<file path="src/hw/rtl/wah_pkg.sv">
// Shared constants, types and codes for the window alarm block.
`timescale 1ns / 1ps

package wah_pkg;

	// Channel count and converter resolution.
	localparam int CHANNELS    = 8;
	localparam int SAMPLE_BITS = 12;

	// Fixed field widths of the item and configuration ports.
	localparam int CH_W     = 3;
	localparam int SAMPLE_W = 12;
	localparam int LIMIT_W  = 13;
	localparam int COUNT_W  = 4;
	localparam int CFG_IDX_W = 1;
	localparam int CFG_W    = 13;

	// Address width of the per-channel entry memory.
	localparam int ADDR_W = (CHANNELS > 1) ? $clog2(CHANNELS) : 1;

	// Compare width holds a full-scale value plus a margin without overflow.
	localparam int CMP_W = SAMPLE_BITS + 2;

	localparam logic [CMP_W-1:0]    FULL_SCALE  = CMP_W'(1) << SAMPLE_BITS;
	localparam logic [SAMPLE_W-1:0] SAMPLE_MASK = SAMPLE_W'((CMP_W'(1) << SAMPLE_BITS) - 1);
	localparam logic [COUNT_W-1:0]  COUNT_MAX   = '1;

	localparam logic [LIMIT_W-1:0] LOWER_RESET  = '0;
	localparam logic [LIMIT_W-1:0] UPPER_RESET  = LIMIT_W'(FULL_SCALE);
	localparam logic [LIMIT_W-1:0] MARGIN_RESET = LIMIT_W'(100);

	// Configuration register indexes.
	localparam logic [CFG_IDX_W-1:0] CFG_ENABLE = 1'b0;
	localparam logic [CFG_IDX_W-1:0] CFG_MARGIN = 1'b1;

	// Item operation codes.
	localparam logic OP_CHECK = 1'b0;
	localparam logic OP_WRITE = 1'b1;

	typedef enum logic [1:0] {
		MARK_NONE = 2'd0,
		MARK_HIGH = 2'd1,
		MARK_LOW  = 2'd2
	} mark_t;

	// One channel's stored state.
	typedef struct packed {
		logic [LIMIT_W-1:0] lower;
		logic [LIMIT_W-1:0] upper;
		mark_t              mark;
	} entry_t;

	localparam entry_t ENTRY_RESET = '{lower: LOWER_RESET, upper: UPPER_RESET, mark: MARK_NONE};

endpackage

</file>
<file path="src/hw/rtl/window_alarm_with_hysteresis.sv">
// Top level of the multi-channel window alarm with hysteresis.
//
// Items arrive on a valid/ready input channel. A write item loads one
// channel's lower and upper limit; a check item compares one channel's
// sample with its window and updates that channel's alarm mark. Every item
// gives exactly one result on the valid/ready output channel, in order.
// Channel enables and the release margin come through a plain write port;
// change them only while the block is idle; the block does not enforce it.
//
// The channel entry is read from the memory at the accepting edge, and
// the result is registered in the output register when the read stage
// advances. One item is taken every cycle while the receiver does not
// stall; the read, compare and write-back of the entry memory overlap,
// and a write-back is forwarded to an item on the same channel that read
// the memory at that very edge.
// After reset all limits read as zero and full scale, all marks as none,
// through one valid bit per channel; the scan count and flag are clear.
// When the receiver stalls, the output register holds its result, the item
// in the read stage waits, and the input drops ready if that stage is full.
`timescale 1ns / 1ps

module window_alarm_with_hysteresis import wah_pkg::*; (
	input  logic                 clk,
	input  logic                 arst_n,

	input  logic                 in_valid,
	output logic                 in_ready,
	input  logic                 operation,
	input  logic [CH_W-1:0]      channel,
	input  logic [SAMPLE_W-1:0]  sample,
	input  logic [LIMIT_W-1:0]   low_limit,
	input  logic [LIMIT_W-1:0]   high_limit,
	input  logic                 scan_start,

	output logic                 out_valid,
	input  logic                 out_ready,
	output logic                 out_of_range,
	output logic                 new_alarm,
	output logic [1:0]           alarm_state,
	output logic [COUNT_W-1:0]   alert_count,
	output logic                 need_alert,

	input  logic                 cfg_we,
	input  logic [CFG_IDX_W-1:0] cfg_index,
	input  logic [CFG_W-1:0]     cfg_data
);

	// Configuration registers.
	logic [CHANNELS-1:0] channel_enable_q;
	logic [LIMIT_W-1:0]  release_margin_q;

	// Read stage.
	logic                valid_s1;
	logic                op_s1;
	logic [ADDR_W-1:0]   addr_s1;
	logic                in_range_s1;
	logic [SAMPLE_W-1:0] sample_s1;
	logic [LIMIT_W-1:0]  low_limit_s1;
	logic [LIMIT_W-1:0]  high_limit_s1;
	logic                scan_start_s1;

	// Entry memory, its valid bits and the last write-back.
	logic [CHANNELS-1:0] ent_valid_q;
	logic                fwd_valid_q;
	logic [ADDR_W-1:0]   fwd_addr_q;
	entry_t              fwd_data_q;
	entry_t              rdata;

	// Scan accumulators.
	logic [COUNT_W-1:0]  scan_count_q;
	logic                scan_need_q;

	logic                accept;
	logic                advance;
	logic                wr_en;
	logic [ADDR_W-1:0]   in_addr;
	logic                in_range;

	entry_t              cur;
	entry_t              nxt;
	logic                checked;
	logic                oor;
	logic                fresh;
	logic                below;
	logic                above;
	logic                hi_release;
	logic                lo_release;
	logic [CMP_W-1:0]    s_cmp;
	logic [CMP_W-1:0]    lo_cmp;
	logic [CMP_W-1:0]    hi_cmp;
	logic [CMP_W-1:0]    m_cmp;
	logic [COUNT_W-1:0]  cnt_base;
	logic [COUNT_W-1:0]  cnt_next;
	logic                need_base;
	logic                need_next;
	mark_t               state_out;

	assign advance  = !out_valid || out_ready;
	assign in_ready = !valid_s1 || advance;
	assign accept   = in_valid && in_ready;
	assign in_addr  = ADDR_W'(channel);
	assign in_range = 32'(channel) < CHANNELS;
	assign wr_en    = valid_s1 && advance && in_range_s1;

	wah_ram #(
		.WIDTH($bits(entry_t)),
		.DEPTH(CHANNELS)
	) u_ram (
		.clk  (clk),
		.we   (wr_en),
		.waddr(addr_s1),
		.wdata(nxt),
		.re   (accept),
		.raddr(in_addr),
		.rdata(rdata)
	);

	always_ff @(posedge clk or negedge arst_n) begin
		if (!arst_n) begin
			channel_enable_q <= '1;
			release_margin_q <= MARGIN_RESET;
		end else if (cfg_we) begin
			case (cfg_index)
				CFG_ENABLE: channel_enable_q <= CHANNELS'(cfg_data);
				CFG_MARGIN: release_margin_q <= LIMIT_W'(cfg_data);
				default:    ;
			endcase
		end
	end

	always_ff @(posedge clk or negedge arst_n) begin
		if (!arst_n) begin
			valid_s1 <= 1'b0;
		end else if (in_ready) begin
			valid_s1 <= in_valid;
		end
	end

	always_ff @(posedge clk) begin
		if (accept) begin
			op_s1         <= operation;
			addr_s1       <= in_addr;
			in_range_s1   <= in_range;
			sample_s1     <= sample;
			low_limit_s1  <= low_limit;
			high_limit_s1 <= high_limit;
			scan_start_s1 <= scan_start;
		end
	end

	// The most recent write-back is always current for its channel, so it
	// also covers a read that was issued at the same edge as that write.
	always_comb begin
		if (fwd_valid_q && fwd_addr_q == addr_s1) begin
			cur = fwd_data_q;
		end else if (ent_valid_q[addr_s1]) begin
			cur = rdata;
		end else begin
			cur = ENTRY_RESET;
		end
	end

	always_comb begin
		s_cmp  = CMP_W'(sample_s1 & SAMPLE_MASK);
		lo_cmp = CMP_W'(cur.lower);
		hi_cmp = CMP_W'(cur.upper);
		m_cmp  = CMP_W'(release_margin_q);
		below  = s_cmp < lo_cmp;
		above  = s_cmp > hi_cmp;

		// Release needs the sample back inside by the margin, unless the
		// margin would push the release point past either end of the scale.
		hi_release = (hi_cmp > m_cmp) ? (s_cmp + m_cmp < hi_cmp) : (s_cmp < hi_cmp);
		lo_release = (lo_cmp + m_cmp < FULL_SCALE) ? (s_cmp > lo_cmp + m_cmp)
		                                            : (s_cmp > lo_cmp);

		checked = in_range_s1 && op_s1 == OP_CHECK && channel_enable_q[addr_s1];
		cnt_base  = scan_start_s1 ? '0 : scan_count_q;
		need_base = scan_start_s1 ? 1'b0 : scan_need_q;

		nxt   = cur;
		oor   = 1'b0;
		fresh = 1'b0;
		if (in_range_s1 && op_s1 == OP_WRITE) begin
			nxt.lower = low_limit_s1;
			nxt.upper = high_limit_s1;
		end
		if (checked) begin
			oor = below || above;
			case (cur.mark)
				MARK_HIGH: begin
					if (hi_release) nxt.mark = MARK_NONE;
				end
				MARK_LOW: begin
					if (lo_release) nxt.mark = MARK_NONE;
				end
				default: begin
					// A window with lower above upper can violate both; high wins.
					if (above) begin
						nxt.mark = MARK_HIGH;
						fresh    = 1'b1;
					end else if (below) begin
						nxt.mark = MARK_LOW;
						fresh    = 1'b1;
					end
				end
			endcase
		end

		cnt_next  = (oor && cnt_base != COUNT_MAX) ? cnt_base + 1'b1 : cnt_base;
		need_next = need_base || fresh;
		state_out = in_range_s1 ? nxt.mark : MARK_NONE;
	end

	always_ff @(posedge clk or negedge arst_n) begin
		if (!arst_n) begin
			ent_valid_q  <= '0;
			fwd_valid_q  <= 1'b0;
			scan_count_q <= '0;
			scan_need_q  <= 1'b0;
			out_valid    <= 1'b0;
		end else begin
			if (wr_en) begin
				ent_valid_q[addr_s1] <= 1'b1;
				fwd_valid_q          <= 1'b1;
			end
			if (valid_s1 && advance) begin
				scan_count_q <= cnt_next;
				scan_need_q  <= need_next;
			end
			if (advance) begin
				out_valid <= valid_s1;
			end
		end
	end

	always_ff @(posedge clk) begin
		if (wr_en) begin
			fwd_addr_q <= addr_s1;
			fwd_data_q <= nxt;
		end
		if (valid_s1 && advance) begin
			out_of_range <= oor;
			new_alarm    <= fresh;
			alarm_state  <= state_out;
			alert_count  <= cnt_next;
			need_alert   <= need_next;
		end
	end

	// A fresh alarm only comes from an out-of-range sample and marks the scan.
	assert property (@(posedge clk) disable iff (!arst_n)
		out_valid && new_alarm |-> out_of_range && need_alert && alarm_state != MARK_NONE)
		else $error("new alarm without matching range, flag or state");

	// Within a scan the alert count never goes down.
	assert property (@(posedge clk) disable iff (!arst_n)
		valid_s1 && advance && !scan_start_s1 |=> scan_count_q >= $past(scan_count_q))
		else $error("scan alert count decreased within a scan");

	// A write-back leaves the entry valid and the forward register on it.
	assert property (@(posedge clk) disable iff (!arst_n)
		wr_en |=> ent_valid_q[$past(addr_s1)] && fwd_valid_q && fwd_addr_q == $past(addr_s1))
		else $error("write-back did not update valid bit or forward register");

	// A stalled read stage must not take a new item.
	assert property (@(posedge clk) disable iff (!arst_n)
		valid_s1 && !advance |-> !in_ready)
		else $error("input accepted while the read stage is stalled");

endmodule

</file>
<file path="src/hw/rtl/wah_ram.sv">
// Generic single-write, single-read RAM with a registered read port.
`timescale 1ns / 1ps

module wah_ram #(
	parameter int WIDTH = 8,
	parameter int DEPTH = 8
) (
	input  logic                                    clk,
	input  logic                                    we,
	input  logic [((DEPTH > 1) ? $clog2(DEPTH) : 1)-1:0] waddr,
	input  logic [WIDTH-1:0]                        wdata,
	input  logic                                    re,
	input  logic [((DEPTH > 1) ? $clog2(DEPTH) : 1)-1:0] raddr,
	output logic [WIDTH-1:0]                        rdata
);

	logic [WIDTH-1:0] mem_q [DEPTH];

	always_ff @(posedge clk) begin
		if (we) begin
			mem_q[waddr] <= wdata;
		end
		if (re) begin
			rdata <= mem_q[raddr];
		end
	end

endmodule
</file>
<file path="config.mk">
export PLATFORM = sky130hd
export DESIGN_NAME = window_alarm_with_hysteresis
export DESIGN_NICKNAME = d
export VERILOG_FILES = /design/src/hw/rtl/wah_pkg.sv /design/src/hw/rtl/window_alarm_with_hysteresis.sv /design/src/hw/rtl/wah_ram.sv
export SDC_FILE = /design/constraint.sdc
export NUM_CORES = 1
export LEC_CHECK = 0
export ABC_AREA = 0
export BUFFER_PORTS_ARGS = -buffer_cell sky130_fd_sc_hd__buf_2
export CAP_MARGIN = 0
export CORE_MARGIN = 2
export CORE_UTILIZATION = 65
export DETAILED_ROUTE_END_ITERATION = 16
export GPL_TIMING_DRIVEN = 0
export PLACE_DENSITY_LB_ADDON = 0.2
export SETUP_SLACK_MARGIN = 0.05
export SKIP_CTS_REPAIR_TIMING = 1
export SYNTH_ARGS = -nofsm -noshare
export SYNTH_HDL_FRONTEND = slang
export SYNTH_SLANG_ARGS = --single-unit
</file>
<file path="constraint.sdc">
create_clock -name clk -period 8 [get_ports clk]
set_input_delay 2.4 -clock clk [delete_from_list [all_inputs] [get_ports clk]]
set_output_delay 2.4 -clock clk [all_outputs]
set_load 0.02 [all_outputs]
</file>
==> impl_metrics.toml <==
[global_route]
grt.busiest_layer = "met2"
grt_usage = 0.289
met3_usage = 0.0419
use_met2 = 0.475
use_met1 = 0.399
grt_first_pass_wirelength_um = 56300
grt_pass1_vias = 9616
grt_antenna_before_repair = 0
grt_max_degree = 46
overflow = 0

[synthesis]
synthTopCellsByArea = "edfxtp_1 (60%), mux4_2 (7.7%), ha_1 (6.7%)"
synthDominantCellAreaShare = 0.599
ys_seq_elements = 370
synth_largest_area_cell = "edfxtp_1"
syn_area_um2 = 16700
synth_cell_types = 70
synth-main-ff-cell = "edfxtp_1"
postSynthAreaPerCell_um2 = 16.7
synth_enable_flop_cells = 333
yosys_warnings = 0
synthArstFlopShare = 0.100
synth_nets = 1154
synthCells = 1001
seq_area_frac_synth = 0.655

[floorplanning]
initial_core_util = 0.663
fp.dieW_um = 164
dieArea_um2 = 27000
die_y_um = 164
row_count = 58
coreArea_um2 = 25200
io_pins = 73

[critical_path]
crit_path_end_kind = "register"
cp_max_fo = 10
cp_slowest_cell = "o22ai_1"
max_stage_delay_ns = 0.61
required_ns = 8.23
cp_num_buf_inv = 3
cp_common_cell = "ha_1"
path_delay_family = "compound AO/OA/AOI/OAI gates"
r2r_slack_ns = 1.54
critPathArrivalTime_ns = 6.69
reg2reg_depth = 20
crit_type = "reg2reg"
worstPathCellList = "clkbuf_1 > mux4_2 > nor2b_4 > buf_2 > buf_1 > a22o_1 > ha_1 > a211oi_1 > o211ai_1 > a31oi_1 > o21bai_1 > a21o_1 > a21oi_1 > xor2_1 > ha_1 > a2111oi_0 > o21ai_0 > or4b_1 > a311oi_1 > o22ai_1"
r2r-end = "u_ram.mem_q[4][0]"
r2r_start = "addr_s1[1]"
critPathLaunchType = "register"

[timing]
slew_viol_final = 0
period_needed_ns = 6.46
relSlewSlack = 0.168
fin_crit_sh = 0.807
rsz0062_at_grt = "no"
setup_violations = 0
hold_viol = 0
tightest_slew_ns = 1.24
max_freq_mhz = 155
finClkSkew_ns = 0.00655

[drt]
viasPerCell = 6.40
antenna_left = 0
vias = 9567
dr.pass1.iters = 5
wl_per_cell_um = 25.3
drtIter0Drc = 1012
routed_wirelength_um = 37800
route.detailed.drc = 0

[layout]
insertedDiodeCount = 0
area_growth_pct = 13.7
drive_gt1_frac = 0.284
utilization = 0.754
fin_nets = 1289

[place]
portBuffers = 72
hpwl_um = 26200
place_congestion = 0.880

[worst_hold_path]
hp-class = "reg2reg"
whs_endpoint = "ent_valid_q[6]"
holdCritStartpoint = "ent_valid_q[6]"
hold-path-cell-count = 1

[clock_tree]
clock_tree.buffer_depth = 3
clk_pin_slew_worst_paths_ns = 0.06
cts_max_level = 2
cts-root-buf = "clkbuf_16"
clk_latency_ns = 0.53
cts-buffers-inserted = 38
cts_tree = "yes"
cts_sinks = 370

[status]
status = "complete, no violations"

[pwr]
power.leakage_uw = 0.00702
ir_worst_vdd_mv = 0.223
power.density_nw_per_um2 = 265
p_total_uw = 5030

[run]
maxCapViolations = 0
## flip-flops by register name, indices dropped and copies added (netlist names), 2 cells and up
signal and count:
alert_count 4, alarm_state 2, u_ram.mem_q 224, channel_enable_q 8
high_limit_s1 13, scan_count_q 4, fwd_addr_q 3, addr_s1 3
sample_s1 12, fwd_data_q 26, low_limit_s1 13, release_margin_q 13
ent_valid_q 8, u_ram.rdata 28
## synthesized netlist by cell type, types with 8 or more instances
cell        n
nand2b_1   10
ha_1       89
o21ai_0    23
mux4_2     57
a22o_1     12
nand4_1    11
a22oi_1    14
clkbuf_1   16
nand3_1    11
dfstp_2    11
buf_1       9
or2_2       8
nor3_1      8
mux2_2     81
inv_1      51
edfxtp_1  333
xnor2_1    14
dfrtp_1    26
nor2_1     27
xor2_1     11
nand2_1    35
a21o_1     11
o21a_1      8
a21oi_1    36
## worst register-to-register path, stage by stage (launching register included)
cell and delay (ns):
edfxtp_1 0.41, clkbuf_1 0.44, mux4_2 0.36, nor2b_4 0.20
buf_2 0.27, buf_1 0.55, a22o_1 0.40, ha_1 0.30
a211oi_1 0.32, o211ai_1 0.17, a31oi_1 0.23, o21bai_1 0.15
a21o_1 0.20, a21oi_1 0.17, xor2_1 0.18, ha_1 0.28
a2111oi_0 0.39, o21ai_0 0.18, or4b_1 0.23, a311oi_1 0.11
o22ai_1 0.61
## power breakdown
part / internal [uW] / switching, uW
Clock: 923 / 722
Sequential: 2300 / 68.9
Combinational: 418 / 603
Total: 3640 / 1390
## metal layers
metal	wire length, um	share of wire
met1	15000	0.40
met3	2910	0.077
met5	0	0
met2	18500	0.49
met4	1380	0.037
## final cells by class
type	count	area, um2
Multi-Input combinational cell	547	5460
Tap cell	330	413
Sequential cell	370	10900
Inverter	53	200
Timing Repair Buffer	95	669
Buffer	31	141
Clock buffer	46	991
Fill cell	1429	6200
Clock inverter	22	159
## cells in the final DEF (no fill, tap or decap), drive strengths merged, types with 19 or more instances in the layout
| master | n |
|---|---|
| ha | 89 |
| nand2 | 36 |
| clkinv | 19 |
| inv | 54 |
| mux2 | 82 |
| dfrtp | 26 |
| a21oi | 37 |
| mux4 | 57 |
| edfxtp | 333 |
| buf | 110 |
| nor2 | 27 |
| clkbuf | 62 |
| o21ai | 25 |
## how the worst max path moves through the flow
stage / startpoint / end / cells past startpoint
floorplan: out_ready / u_ram.mem_q[1][0] / 5
detailed placement: addr_s1[1] / u_ram.mem_q[3][0] / 20
CTS: addr_s1[1] / alarm_state[0] / 20
finish: addr_s1[1] / u_ram.mem_q[4][0] / 20
global route: addr_s1[1] / alarm_state[0] / 20
global placement: out_ready / ent_valid_q[0] / 5
## metrics by stage
step / std cells / setup TNS (ns) / cell area (um2) / hold slack [ns] / worst slack [ns]
floorplan: 1001 / 0 / 16700 / 0.433 / 2.02
global placement: 1403 / -54.64 / 17500 / 0.446 / -1.31
detailed placement: 1426 / 0 / 17800 / 0.451 / 1.78
CTS: 1494 / 0 / 19000 / 0.466 / 1.68
global route: 1494 / 0 / 19000 / 0.483 / 1.04
finish: 1494 / 0 / 19000 / 0.464 / 1.54
## cells by family after synthesis
family | after synthesis | share of synthesized area
flip-flops | 370 | 0.655
AO/OA/AOI/OAI | 154 | 0.0658
multiplexers | 143 | 0.135
AND/OR/NAND/NOR | 133 | 0.0404
adder cells (fa/ha/maj) | 91 | 0.0691
buffers and inverters | 84 | 0.0204
XOR/XNOR | 26 | 0.0141
(Power assumes the default switching activity.)
